`src/sv/cbb_pkg.sv`:
```
// Shared types and constants of the circular byte buffer.
package cbb_pkg;

  localparam int unsigned CMD_W  = 2;
  localparam int unsigned BYTE_W = 8;
  localparam int unsigned CNT_W  = 9;

  localparam logic [CMD_W-1:0] CMD_WRITE = 2'd0;
  localparam logic [CMD_W-1:0] CMD_READ  = 2'd1;
  localparam logic [CMD_W-1:0] CMD_DROP  = 2'd2;
  localparam logic [CMD_W-1:0] CMD_CLEAR = 2'd3;

  // commands from the controller to the datapath
  typedef struct packed {
    logic load_item;
    logic exec_single;
    logic start_read;
    logic load_byte;
  } cbb_ctrl_t;

  // status from the datapath to the controller
  typedef struct packed {
    logic cmd_read;
    logic read_empty;
    logic out_free;
    logic more;
  } cbb_stat_t;

endpackage

```
`src/sv/cbb_ram.sv`:
```
// Generic single-port-write, single-port-read RAM with registered read data.
module cbb_ram #(
  parameter int unsigned WIDTH = 8,
  parameter int unsigned DEPTH = 256
) (
  input  logic                     clk_i,
  input  logic                     we_i,
  input  logic [$clog2(DEPTH)-1:0] waddr_i,
  input  logic [WIDTH-1:0]         wdata_i,
  input  logic                     re_i,
  input  logic [$clog2(DEPTH)-1:0] raddr_i,
  output logic [WIDTH-1:0]         rdata_o
);

  logic [WIDTH-1:0] mem_q [DEPTH];
  logic [WIDTH-1:0] rdata_q;

  always_ff @(posedge clk_i) begin
    if (we_i) begin
      mem_q[waddr_i] <= wdata_i;
    end
    if (re_i) begin
      rdata_q <= mem_q[raddr_i];
    end
  end

  assign rdata_o = rdata_q;

endmodule

```
`src/sv/cbb_datapath.sv`:
```
// Datapath of the circular byte buffer: pointers, fill count, byte store, result register.
module cbb_datapath #(
  parameter int unsigned DEPTH    = 256,
  parameter int unsigned MAX_READ = 64
) (
  input  logic                       clk_i,
  input  logic                       rst_ni,
  input  cbb_pkg::cbb_ctrl_t         ctrl_i,
  output cbb_pkg::cbb_stat_t         stat_o,
  input  logic [cbb_pkg::CMD_W-1:0]  command_i,
  input  logic [cbb_pkg::BYTE_W-1:0] write_byte_i,
  input  logic [cbb_pkg::CNT_W-1:0]  count_i,
  input  logic                       out_ready_i,
  output logic                       out_valid_o,
  output logic [cbb_pkg::BYTE_W-1:0] read_byte_o,
  output logic                       byte_valid_o,
  output logic                       last_o,
  output logic [cbb_pkg::CNT_W-1:0]  done_count_o,
  output logic [cbb_pkg::CNT_W-1:0]  fill_level_o
);

  localparam int unsigned PW = $clog2(DEPTH);
  localparam int unsigned FW = $clog2(DEPTH + 1);
  localparam int unsigned CW = $clog2(MAX_READ + 1);
  localparam int unsigned WW = (FW > cbb_pkg::CNT_W) ? FW : cbb_pkg::CNT_W;
  localparam int unsigned SW = FW + 1;

  localparam logic [PW-1:0] LAST_PTR = PW'(DEPTH - 1);
  localparam logic [SW-1:0] DEPTH_S  = SW'(DEPTH);
  localparam logic [FW-1:0] DEPTH_F  = FW'(DEPTH);
  localparam logic [WW-1:0] MAXRD_W  = WW'(MAX_READ);

  logic [cbb_pkg::CMD_W-1:0]  cmd_q;
  logic [cbb_pkg::BYTE_W-1:0] wbyte_q;
  logic [cbb_pkg::CNT_W-1:0]  cnt_q;

  logic [PW-1:0] rd_ptr_q, rd_ptr_d;
  logic [PW-1:0] wr_ptr_q, wr_ptr_d;
  logic [FW-1:0] fill_q, fill_d;
  logic [CW-1:0] left_q, left_d;
  logic [CW-1:0] done_q, done_d;

  logic                       out_valid_q, out_valid_d;
  logic [cbb_pkg::BYTE_W-1:0] out_byte_q, out_byte_d;
  logic                       out_bvalid_q, out_bvalid_d;
  logic                       out_last_q, out_last_d;
  logic [cbb_pkg::CNT_W-1:0]  out_done_q, out_done_d;
  logic [cbb_pkg::CNT_W-1:0]  out_fill_q, out_fill_d;

  logic [WW-1:0] cnt_w, fill_w, fill_d_w, rd_lim_w, rd_n_w, dr_n_w;
  logic [CW-1:0] rd_n;
  logic [FW-1:0] dr_n;
  logic [SW-1:0] dr_sum, dr_wrap;
  logic [PW-1:0] rd_ptr_inc, wr_ptr_inc;
  logic [CW-1:0] done_inc;
  logic          not_full, more, issue, load;
  logic          ram_we, ram_re;
  logic [cbb_pkg::BYTE_W-1:0] ram_rdata;

  // latch the accepted item
  always_ff @(posedge clk_i) begin
    if (ctrl_i.load_item) begin
      cmd_q   <= command_i;
      wbyte_q <= write_byte_i;
      cnt_q   <= count_i;
    end
  end

  assign cnt_w    = WW'(cnt_q);
  assign fill_w   = WW'(fill_q);
  assign rd_lim_w = (cnt_w > MAXRD_W) ? MAXRD_W : cnt_w;
  assign rd_n_w   = (rd_lim_w > fill_w) ? fill_w : rd_lim_w;
  assign rd_n     = rd_n_w[CW-1:0];
  assign dr_n_w   = (cnt_w > fill_w) ? fill_w : cnt_w;
  assign dr_n     = dr_n_w[FW-1:0];
  assign dr_sum   = SW'(rd_ptr_q) + SW'(dr_n);
  assign dr_wrap  = (dr_sum >= DEPTH_S) ? dr_sum - DEPTH_S : dr_sum;

  assign rd_ptr_inc = (rd_ptr_q == LAST_PTR) ? '0 : rd_ptr_q + 1'b1;
  assign wr_ptr_inc = (wr_ptr_q == LAST_PTR) ? '0 : wr_ptr_q + 1'b1;
  assign not_full   = (fill_q != DEPTH_F);
  assign more       = (left_q != '0);
  assign done_inc   = done_q + 1'b1;
  assign issue      = ctrl_i.start_read | (ctrl_i.load_byte & more);
  assign load       = ctrl_i.exec_single | ctrl_i.load_byte;

  always_comb begin
    rd_ptr_d = rd_ptr_q;
    wr_ptr_d = wr_ptr_q;
    fill_d   = fill_q;
    left_d   = left_q;
    done_d   = done_q;
    ram_we   = 1'b0;
    ram_re   = 1'b0;

    if (ctrl_i.exec_single) begin
      case (cmd_q)
        cbb_pkg::CMD_WRITE: begin
          if (not_full) begin
            ram_we   = 1'b1;
            wr_ptr_d = wr_ptr_inc;
            fill_d   = fill_q + 1'b1;
          end
        end
        cbb_pkg::CMD_DROP: begin
          fill_d   = fill_q - dr_n;
          rd_ptr_d = dr_wrap[PW-1:0];
          if (fill_d == '0) begin
            rd_ptr_d = '0;
            wr_ptr_d = '0;
          end
        end
        cbb_pkg::CMD_CLEAR: begin
          fill_d   = '0;
          rd_ptr_d = '0;
          wr_ptr_d = '0;
        end
        default: begin
          // read with nothing to deliver: state unchanged
        end
      endcase
    end

    if (ctrl_i.start_read) begin
      left_d = rd_n - 1'b1;
      done_d = '0;
    end
    if (ctrl_i.load_byte) begin
      done_d = done_inc;
      if (more) begin
        left_d = left_q - 1'b1;
      end
    end

    // fetch the next byte; return both pointers home when the buffer empties
    if (issue) begin
      ram_re   = 1'b1;
      rd_ptr_d = rd_ptr_inc;
      fill_d   = fill_q - 1'b1;
      if (fill_q == FW'(1)) begin
        rd_ptr_d = '0;
        wr_ptr_d = '0;
      end
    end
  end

  assign fill_d_w = WW'(fill_d);

  always_comb begin
    out_valid_d  = out_valid_q;
    out_byte_d   = out_byte_q;
    out_bvalid_d = out_bvalid_q;
    out_last_d   = out_last_q;
    out_done_d   = out_done_q;
    out_fill_d   = out_fill_q;
    if (out_ready_i) begin
      out_valid_d = 1'b0;
    end
    if (ctrl_i.exec_single) begin
      out_byte_d   = '0;
      out_bvalid_d = 1'b0;
      out_last_d   = 1'b1;
      out_fill_d   = fill_d_w[cbb_pkg::CNT_W-1:0];
      case (cmd_q)
        cbb_pkg::CMD_WRITE: out_done_d = cbb_pkg::CNT_W'(not_full);
        cbb_pkg::CMD_DROP:  out_done_d = dr_n_w[cbb_pkg::CNT_W-1:0];
        default:            out_done_d = '0;
      endcase
    end
    if (ctrl_i.load_byte) begin
      out_byte_d   = ram_rdata;
      out_bvalid_d = 1'b1;
      out_last_d   = ~more;
      out_done_d   = cbb_pkg::CNT_W'(done_inc);
      out_fill_d   = fill_w[cbb_pkg::CNT_W-1:0];
    end
    if (load) begin
      out_valid_d = 1'b1;
    end
  end

  always_ff @(posedge clk_i or negedge rst_ni) begin
    if (!rst_ni) begin
      rd_ptr_q    <= '0;
      wr_ptr_q    <= '0;
      fill_q      <= '0;
      out_valid_q <= 1'b0;
    end else begin
      rd_ptr_q    <= rd_ptr_d;
      wr_ptr_q    <= wr_ptr_d;
      fill_q      <= fill_d;
      out_valid_q <= out_valid_d;
    end
  end

  always_ff @(posedge clk_i) begin
    left_q       <= left_d;
    done_q       <= done_d;
    out_byte_q   <= out_byte_d;
    out_bvalid_q <= out_bvalid_d;
    out_last_q   <= out_last_d;
    out_done_q   <= out_done_d;
    out_fill_q   <= out_fill_d;
  end

  cbb_ram #(
    .WIDTH (cbb_pkg::BYTE_W),
    .DEPTH (DEPTH)
  ) u_store (
    .clk_i   (clk_i),
    .we_i    (ram_we),
    .waddr_i (wr_ptr_q),
    .wdata_i (wbyte_q),
    .re_i    (ram_re),
    .raddr_i (rd_ptr_q),
    .rdata_o (ram_rdata)
  );

  assign stat_o.cmd_read   = (cmd_q == cbb_pkg::CMD_READ);
  assign stat_o.read_empty = (rd_n == '0);
  assign stat_o.out_free   = ~out_valid_q | out_ready_i;
  assign stat_o.more       = more;

  assign out_valid_o  = out_valid_q;
  assign read_byte_o  = out_byte_q;
  assign byte_valid_o = out_bvalid_q;
  assign last_o       = out_last_q;
  assign done_count_o = out_done_q;
  assign fill_level_o = out_fill_q;

endmodule

```
`src/sv/cbb_ctrl.sv`:
```
// Controller state machine of the circular byte buffer.
module cbb_ctrl (
  input  logic               clk_i,
  input  logic               rst_ni,
  input  logic               in_valid_i,
  output logic               in_ready_o,
  input  cbb_pkg::cbb_stat_t stat_i,
  output cbb_pkg::cbb_ctrl_t ctrl_o
);

  localparam logic [1:0] S_IDLE  = 2'd0;
  localparam logic [1:0] S_EXEC  = 2'd1;
  localparam logic [1:0] S_RDATA = 2'd2;

  logic [1:0] state_q, state_d;

  assign in_ready_o = (state_q == S_IDLE);

  always_comb begin
    state_d            = state_q;
    ctrl_o.load_item   = 1'b0;
    ctrl_o.exec_single = 1'b0;
    ctrl_o.start_read  = 1'b0;
    ctrl_o.load_byte   = 1'b0;
    case (state_q)
      S_IDLE: begin
        if (in_valid_i) begin
          ctrl_o.load_item = 1'b1;
          state_d          = S_EXEC;
        end
      end
      S_EXEC: begin
        if (stat_i.cmd_read && !stat_i.read_empty) begin
          ctrl_o.start_read = 1'b1;
          state_d           = S_RDATA;
        end else if (stat_i.out_free) begin
          ctrl_o.exec_single = 1'b1;
          state_d            = S_IDLE;
        end
      end
      S_RDATA: begin
        // hand over one byte per free output slot, fetching the next alongside
        if (stat_i.out_free) begin
          ctrl_o.load_byte = 1'b1;
          if (!stat_i.more) begin
            state_d = S_IDLE;
          end
        end
      end
      default: begin
        state_d = S_IDLE;
      end
    endcase
  end

  always_ff @(posedge clk_i or negedge rst_ni) begin
    if (!rst_ni) begin
      state_q <= S_IDLE;
    end else begin
      state_q <= state_d;
    end
  end

endmodule

```
`src/sv/circular_byte_buffer_top.sv`:
```
// Top level of the circular byte buffer.
// A byte ring buffer of DEPTH entries driven by one command per item: write one
// byte, read up to MAX_READ bytes (one result per byte, the final one flagged
// with last), drop bytes, or clear. An item is taken only while the block is
// idle. A write, drop, clear or empty read is executed in the EXEC state once
// the output register is free, which registers its single result on the
// output; the block then returns to idle for the next item. A read first
// latches the item, then issues the registered read of the byte store, then
// hands over one byte per cycle while the output is taken, limited by the
// single output register. The byte store needs no clearing pass after reset. A
// stalled output holds the block, though a read still fetches its first byte.
module circular_byte_buffer_top #(
  parameter int unsigned DEPTH    = 256,
  parameter int unsigned MAX_READ = 64
) (
  input  logic                       clk_i,
  input  logic                       rst_ni,
  input  logic                       in_valid_i,
  output logic                       in_ready_o,
  input  logic [cbb_pkg::CMD_W-1:0]  command_i,
  input  logic [cbb_pkg::BYTE_W-1:0] write_byte_i,
  input  logic [cbb_pkg::CNT_W-1:0]  count_i,
  output logic                       out_valid_o,
  input  logic                       out_ready_i,
  output logic [cbb_pkg::BYTE_W-1:0] read_byte_o,
  output logic                       byte_valid_o,
  output logic                       last_o,
  output logic [cbb_pkg::CNT_W-1:0]  done_count_o,
  output logic [cbb_pkg::CNT_W-1:0]  fill_level_o
);

  cbb_pkg::cbb_ctrl_t ctrl;
  cbb_pkg::cbb_stat_t stat;

  cbb_ctrl u_ctrl (
    .clk_i      (clk_i),
    .rst_ni     (rst_ni),
    .in_valid_i (in_valid_i),
    .in_ready_o (in_ready_o),
    .stat_i     (stat),
    .ctrl_o     (ctrl)
  );

  cbb_datapath #(
    .DEPTH    (DEPTH),
    .MAX_READ (MAX_READ)
  ) u_datapath (
    .clk_i        (clk_i),
    .rst_ni       (rst_ni),
    .ctrl_i       (ctrl),
    .stat_o       (stat),
    .command_i    (command_i),
    .write_byte_i (write_byte_i),
    .count_i      (count_i),
    .out_ready_i  (out_ready_i),
    .out_valid_o  (out_valid_o),
    .read_byte_o  (read_byte_o),
    .byte_valid_o (byte_valid_o),
    .last_o       (last_o),
    .done_count_o (done_count_o),
    .fill_level_o (fill_level_o)
  );

endmodule

```
`config.mk`:
```
export PLATFORM = sky130hd
export DESIGN_NAME = circular_byte_buffer_top
export DESIGN_NICKNAME = d
export VERILOG_FILES = /design/src/sv/cbb_pkg.sv /design/src/sv/cbb_ram.sv /design/src/sv/cbb_datapath.sv /design/src/sv/cbb_ctrl.sv /design/src/sv/circular_byte_buffer_top.sv
export SDC_FILE = /design/constraint.sdc
export NUM_CORES = 2
export LEC_CHECK = 0
export BUFFER_PORTS_ARGS = -buffer_cell sky130_fd_sc_hd__buf_2
export CORE_MARGIN = 2
export CORE_UTILIZATION = 56
export DETAILED_ROUTE_END_ITERATION = 16
export GPL_TIMING_DRIVEN = 1
export PLACE_DENSITY = 0.71
export SKIP_CTS_REPAIR_TIMING = 1
export SLEW_MARGIN = 30
export SYNTH_ARGS = -nofsm -noshare
export SYNTH_HDL_FRONTEND = slang
export SYNTH_SLANG_ARGS = --single-unit
```
`constraint.sdc`:
```
create_clock -name clk_i -period 6.4 [get_ports clk_i]
set_clock_uncertainty 0.15 [all_clocks]
set_input_delay 0.96 -clock clk_i [delete_from_list [all_inputs] [get_ports clk_i]]
set_output_delay 0.96 -clock clk_i [all_outputs]
set_load 0.03 [all_outputs]
```
=== Word-level counts from Yosys, hierarchy flattened ===
Memory sizes are Yosys's and may differ from the RTL's. A register that Yosys moved wholly into a read port is not among the register bits.
Cells that the tools add are included.

* Bits in registers: 89
* Memory bits (writable): 2048
* Bits of input ports: 23
* Output and inout port bits: 30
* Word-level logic and storage cells: 120
* Memories: 1

{| class="wikitable"
|+ Memories
! memory !! depth !! width !! read ports !! clocked after Yosys merged registers in !! wr ports !! RTL line !! source
|-
| u_datapath.u_store.mem_q || 256 || 8 || 1 || 1 || 1 || cbb_ram.sv:15 || <nowiki>logic [WIDTH-1:0] mem_q [DEPTH];</nowiki>
|}

* Add/sub/neg operators: 10
* $lt $le $gt $ge: 4
* Equality and inequality tests: 13
* Multiplexer cells: 56
* Bitwise operators: 6
* Reductions and logical operators: 14

{| class="wikitable"
|+ Operator list
! operator !! number
|-
| $mux W8 || 14
|-
| $mux W9 || 7
|-
| $mux W7 || 8
|-
| $pmux W9 S3 || 1
|-
| $pmux W8 S3 || 1
|-
| $gt A9 B9 Y1 || 2
|-
| $pmux W9 S2 || 1
|-
| $add A8 B1 Y8 const B || 2
|-
| $eq A8 B8 Y1 const B || 2
|-
| $mux W1 || 16
|-
| $pmux W8 S2 || 1
|-
| $sub A7 B1 Y7 const B || 2
|-
| $mux W2 || 6
|-
| $add A8 B9 Y10 || 1
|-
| $ge A10 B9 Y1 const B || 1
|-
| $add A9 B1 Y9 const B || 1
|-
| $eq A9 B1 Y1 const B || 1
|-
| $gt A9 B7 Y1 const B || 1
|-
| $logic_not A9 Y1 || 1
|-
| $ne A9 B9 Y1 const B || 1
|-
| $sub A9 B1 Y9 const B || 1
|-
| $sub A9 B9 Y9 || 1
|-
| $reduce_bool A2 Y1 || 4
|-
| $sub A8 B1 Y8 const B || 1
|-
| 17 further kinds || 26
|}

=== Depth between registers and ports, before layout ===
* Word-level depth: 13
* Depth in mapped cells: 23
* Gate-level depth less buffers: 19

=== Hierarchy ===
A second synthesis with hierarchy kept.

* Cell total of the unflattened synthesis: 4346
* Area, all modules: 85548.3 um2

{| class="wikitable"
|+ By module, submodules not included
! module !! instances !! cells an instance !! area each (um2) !! seq. area each (um2)
|-
| cbb_ram || 1 || 3733 || 79636.4 || 61739.2
|-
| cbb_datapath || 1 || 599 || 5775.5 || 2382.3
|-
| cbb_ctrl || 1 || 14 || 136.4 || 50.0
|}

=== Worst setup path before layout ===
OpenSTA, ideal clock, no wires.

* Kind: flip-flop to flip-flop
* Start point: register u_datapath.fill_q[3]
* End point: register u_datapath.rd_ptr_q[3]
* Data arrival time: 4.595 ns
* Data required time: 6.124 ns
* Setup slack: 1.529 ns
* Cell stages (with the launch flop): 18
* Path buffers: 1
* Clock period less this slack: 4.871 ns
* Cells stage by stage: dfrtp_1 -> clkbuf_1 -> inv_1 -> ha_1 -> and4_1 -> nor2b_1 -> o311ai_1 -> nand2_1 -> mux2i_1 -> ha_1 -> nor2b_1 -> o21ai_0 -> or3b_2 -> a2111oi_0 -> nand3b_1 -> o211a_1 -> and2_1 -> a221o_1

* Word-level cells in the longest chain between the ends: 10

{| class="wikitable"
|+ Ends and longest elaborated chain
! element !! RTL line !! source
|-
| from (decl) || cbb_datapath.sv:39 || <nowiki>logic [FW-1:0] fill_q, fill_d;</nowiki>
|-
| from (signal assigned) || cbb_datapath.sv:191 || <nowiki>fill_q <= fill_d;</nowiki>
|-
| branches (longest 10 deep; another with $add A8 B9 Y10) || -- ||
|-
| to (signal assigned) || cbb_datapath.sv:189 || <nowiki>rd_ptr_q <= rd_ptr_d;</nowiki>
|-
| to (decl) || cbb_datapath.sv:37 || <nowiki>logic [PW-1:0] rd_ptr_q, rd_ptr_d;</nowiki>
|}

Several ways; the timed one is not identified. The select of a mux whose other input is x is not followed.
A chain may end at the register's enable or synchronous reset.

=== Final worst setup path ===
* Start point: register u_datapath.fill_q[1]
* End point: register u_datapath.rd_ptr_q[4]

Same word-level chain as after synthesis.

==> results.json <==
{
  "place_congestion": 0.938,
  "synth-simple-area-share": 0.0285,
  "regArea_um2": 64200,
  "fin_util": 0.629,
  "grtUsageTotal": 0.253,
  "synth_area_um2": 84900,
  "drtAntennaViolNets": 0,
  "drcViolationCount": 0,
  "yosys.area_share.adder": 0.00696,
  "synth_cell_types": 74,
  "netlist_top_cells_count": "edfxtp_1 (2107), mux4_2 (640), nor2_1 (314), clkbuf_1 (136), nand2_1 (86)",
  "synth_area_leaders": "edfxtp_1 (75%), mux4_2 (17%), nor2_1 (1.4%), dfrtp_1 (0.83%), ha_1 (0.65%)",
  "p_leak_uw": 0.0293,
  "synth_area_leader_cell": "edfxtp_1",
  "drt_pre_antenna_iters": 6,
  "clk_path_buf_depth": 3,
  "first_iter_violations": 5718,
  "initial_core_util": 0.565,
  "drt_wl_total_mm": 194,
  "timing.rr.start": "u_datapath.fill_q[1]",
  "setup_ws_ns": 0.862,
  "synthArstFlopShare": 0.0131,
  "core-area_um2": 150000,
  "via_per_inst": 6.56,
  "synth_seq_cells": 2145,
  "slew_viol_final": 0,
  "multiInputGateArea_um2": 19800,
  "wire_per_inst_um": 31.2,
  "ios": 53,
  "root_buffer": "clkbuf_16",
  "grt_pass1_vias": 40814,
  "synthToLayoutAreaGrowth_pct": 11.3,
  "tns_ns": 0,
  "critPathLaunchType": "register",
  "syn_inst": 3930,
  "synth_ff_type": "edfxtp_1",
  "min_period_ns": 5.54,
  "synth_xor_area_frac": 0.00268,
  "numPortBuffers": 52,
  "synth_edf_count": 2107,
  "rows": 142,
  "synth_most_common_cell": "edfxtp_1",
  "cts_made_buffers": 204,
  "fill_cells": 9843,
  "outcome": "finished, final reports clean",
  "place_area_um2": 87600,
  "crit_required_ns": 6.97,
  "tightest_slew_ns": 1.10,
  "antenna_found_initial": 1,
  "finalHoldViolCount": 0,
  "cts_tree": "built",
  "place_ws_ns": 0.955,
  "grt_remaining_overflow": 0,
  "drv_cap": 0,
  "p_per_area_nw_per_um2": 437,
  "diodes": 0,
  "cts.clk_slew.worst_paths_ns": 0.06,
  "cts_sinks": 2145,
  "grt_max_degree": 237,
  "dieArea_um2": 155000,
  "clock.fmax_mhz": 181,
  "hold_class": "input port to async pin",
  "ys_seq_area_frac": 0.756,
  "setup.worst_path.start": "u_datapath.fill_q[1]",
  "crit_type": "register to register",
  "rsz0062_at_grt": "no",
  "setup_viol": 0,
  "dpl.hpwl_mm": 111,
  "via_count": 40871,
  "timing.final.crit_share": 0.865,
  "drive_gt1_frac": 0.262,
  "synth_top_family_by_area": "multiplexers",
  "peakVddDrop_uv": 296,
  "nets": 4111,
  "htree_levels": 4,
  "worstSkewPairLatency_ns": 0.85,
  "synth_mux_area_frac": 0.172,
  "die_w_um": 393,
  "fin_area_um2": 94500,
  "dieHeight_um": 393,
  "cp-end-kind": "register",
  "synth_compound_area_frac": 0.0212,
  "grt_pass1_wl_mm": 286,
  "yosysWarnings": 0,
  "avgSynthCellArea_um2": 21.6,
  "hold_ws_ns": 0.0120,
  "max_slew_margin": 0.264,
  "yosysTopAreaCellShare": 0.745,
  "crit_arrival_ns": 6.11,
  "worstPathMaxFanout": 10
}
## cell usage in the layout, fill, tap and decap left out, types with 6 or more instances in the layout
cell type / n
clkbuf_16: 204
o221ai_1: 10
clkbuf_1: 49
mux2i_1: 15
nor2_1: 310
or3_1: 9
nand4_1: 8
a221oi_1: 19
xor2_1: 10
a21oi_1: 50
buf_16: 6
buf_2: 52
and2_1: 19
inv_6: 7
inv_1: 30
nand3_2: 7
nand2_1: 78
xnor2_1: 16
nand3_1: 32
buf_12: 20
ha_1: 44
clkinvlp_4: 11
dfxtp_1: 10
o21a_1: 6
a22o_1: 18
a22oi_1: 42
clkinv_2: 35
o21ai_0: 36
buf_4: 44
nor3_1: 18
dfrtp_1: 24
mux4_2: 640
bufinv_16: 25
edfxtp_1: 2107
clkinv_1: 40
o211ai_1: 9
nand2b_1: 10
nor2b_1: 15
## cells by family (layout without fill, tap and decap cells)
family,count (synthesis),after routing
fa+ha+maj,46,46
other cells,1,2
mux,657,657
simple gates,551,551
compound gates,250,250
buf+inv,254,539
flops,2145,2145
xor+xnor,26,26
## metal layers
| metal | vias up | GRT usage | part of all wire |
|---|---|---|---|
| met5 | - | 0 | 0 |
| met3 | 314 | 0.0526 | 0.098 |
| li1 | 16720 | - | - |
| met4 | 0 | 0.0735 | 0.027 |
| met2 | 2201 | 0.397 | 0.49 |
| met1 | 21636 | 0.366 | 0.39 |
## critical path, cell delays in order (launching register included)
cell and delay [ns]:
dfrtp_1 0.61, inv_1 0.28, ha_1 0.35, and4_1 0.20
nor2b_1 0.13, o311ai_1 0.29, nand2_1 0.38, mux2i_1 0.44
ha_1 0.30, nor2b_1 0.16, o21ai_0 0.12, or3b_2 0.48
a2111oi_0 0.52, nand3b_1 0.18, o211a_1 0.32, and2_1 0.20
a221o_1 0.29
## where the power goes
part	leakage (uW)	switching [uW]	internal [uW]	total (uW)
Combinational	0.00671	6950	5330	12300
Sequential	0.0194	526	16400	16900
Clock	0.00323	5170	6910	12100
## final cells by class
cell class / instances / area share
Inverter: 32 / 0.00132
Clock inverter: 125 / 0.0143
Sequential cell: 2145 / 0.679
Clock buffer: 255 / 0.0563
Multi-Input combinational cell: 1532 / 0.209
Timing Repair Buffer: 127 / 0.0130
Tap cell: 2016 / 0.0267
## through the flow
stage               total power (uW)  std cells
floorplan                      25600       3931
global placement               29300       5842
detailed placement             29400       5843
CTS                            41400       6223
global route                   42700       6232
finish                         41300       6232
## state kept, by name, indices dropped and copies added (netlist names), 2 cells and up
signal                      cells
u_datapath.left_q               7
u_ctrl.state_q                  2
u_datapath.cnt_q                9
u_datapath.fill_level_o         9
u_datapath.u_store.rdata_o      8
u_datapath.fill_q               9
u_datapath.rd_ptr_q             8
u_datapath.done_q               7
u_datapath.wr_ptr_q             8
u_datapath.read_byte_o          8
u_datapath.done_count_o         9
u_datapath.wbyte_q              8
u_datapath.cmd_q                2
u_datapath.u_store.mem_q     2048
## final timing paths
| kind | end | slack [ns] | cells after the start |
|---|---|---|---|
| max in group asynchronous | u_datapath.rd_ptr_q[2] | 5.55 | 1 |
| worst max-delay path | u_datapath.rd_ptr_q[4] | 0.86 | 16 |
| worst min register to register | u_datapath.done_count_o[7] | 0.31 | 2 |
| worst min-delay path | u_datapath.out_valid_o | 0.01 | 1 |
| min in group clk_i | u_datapath.cnt_q[5] | 0.15 | 1 |
| worst max register to register | u_datapath.rd_ptr_q[4] | 0.86 | 16 |
Note: power is estimated with default switching activity, not from simulation.
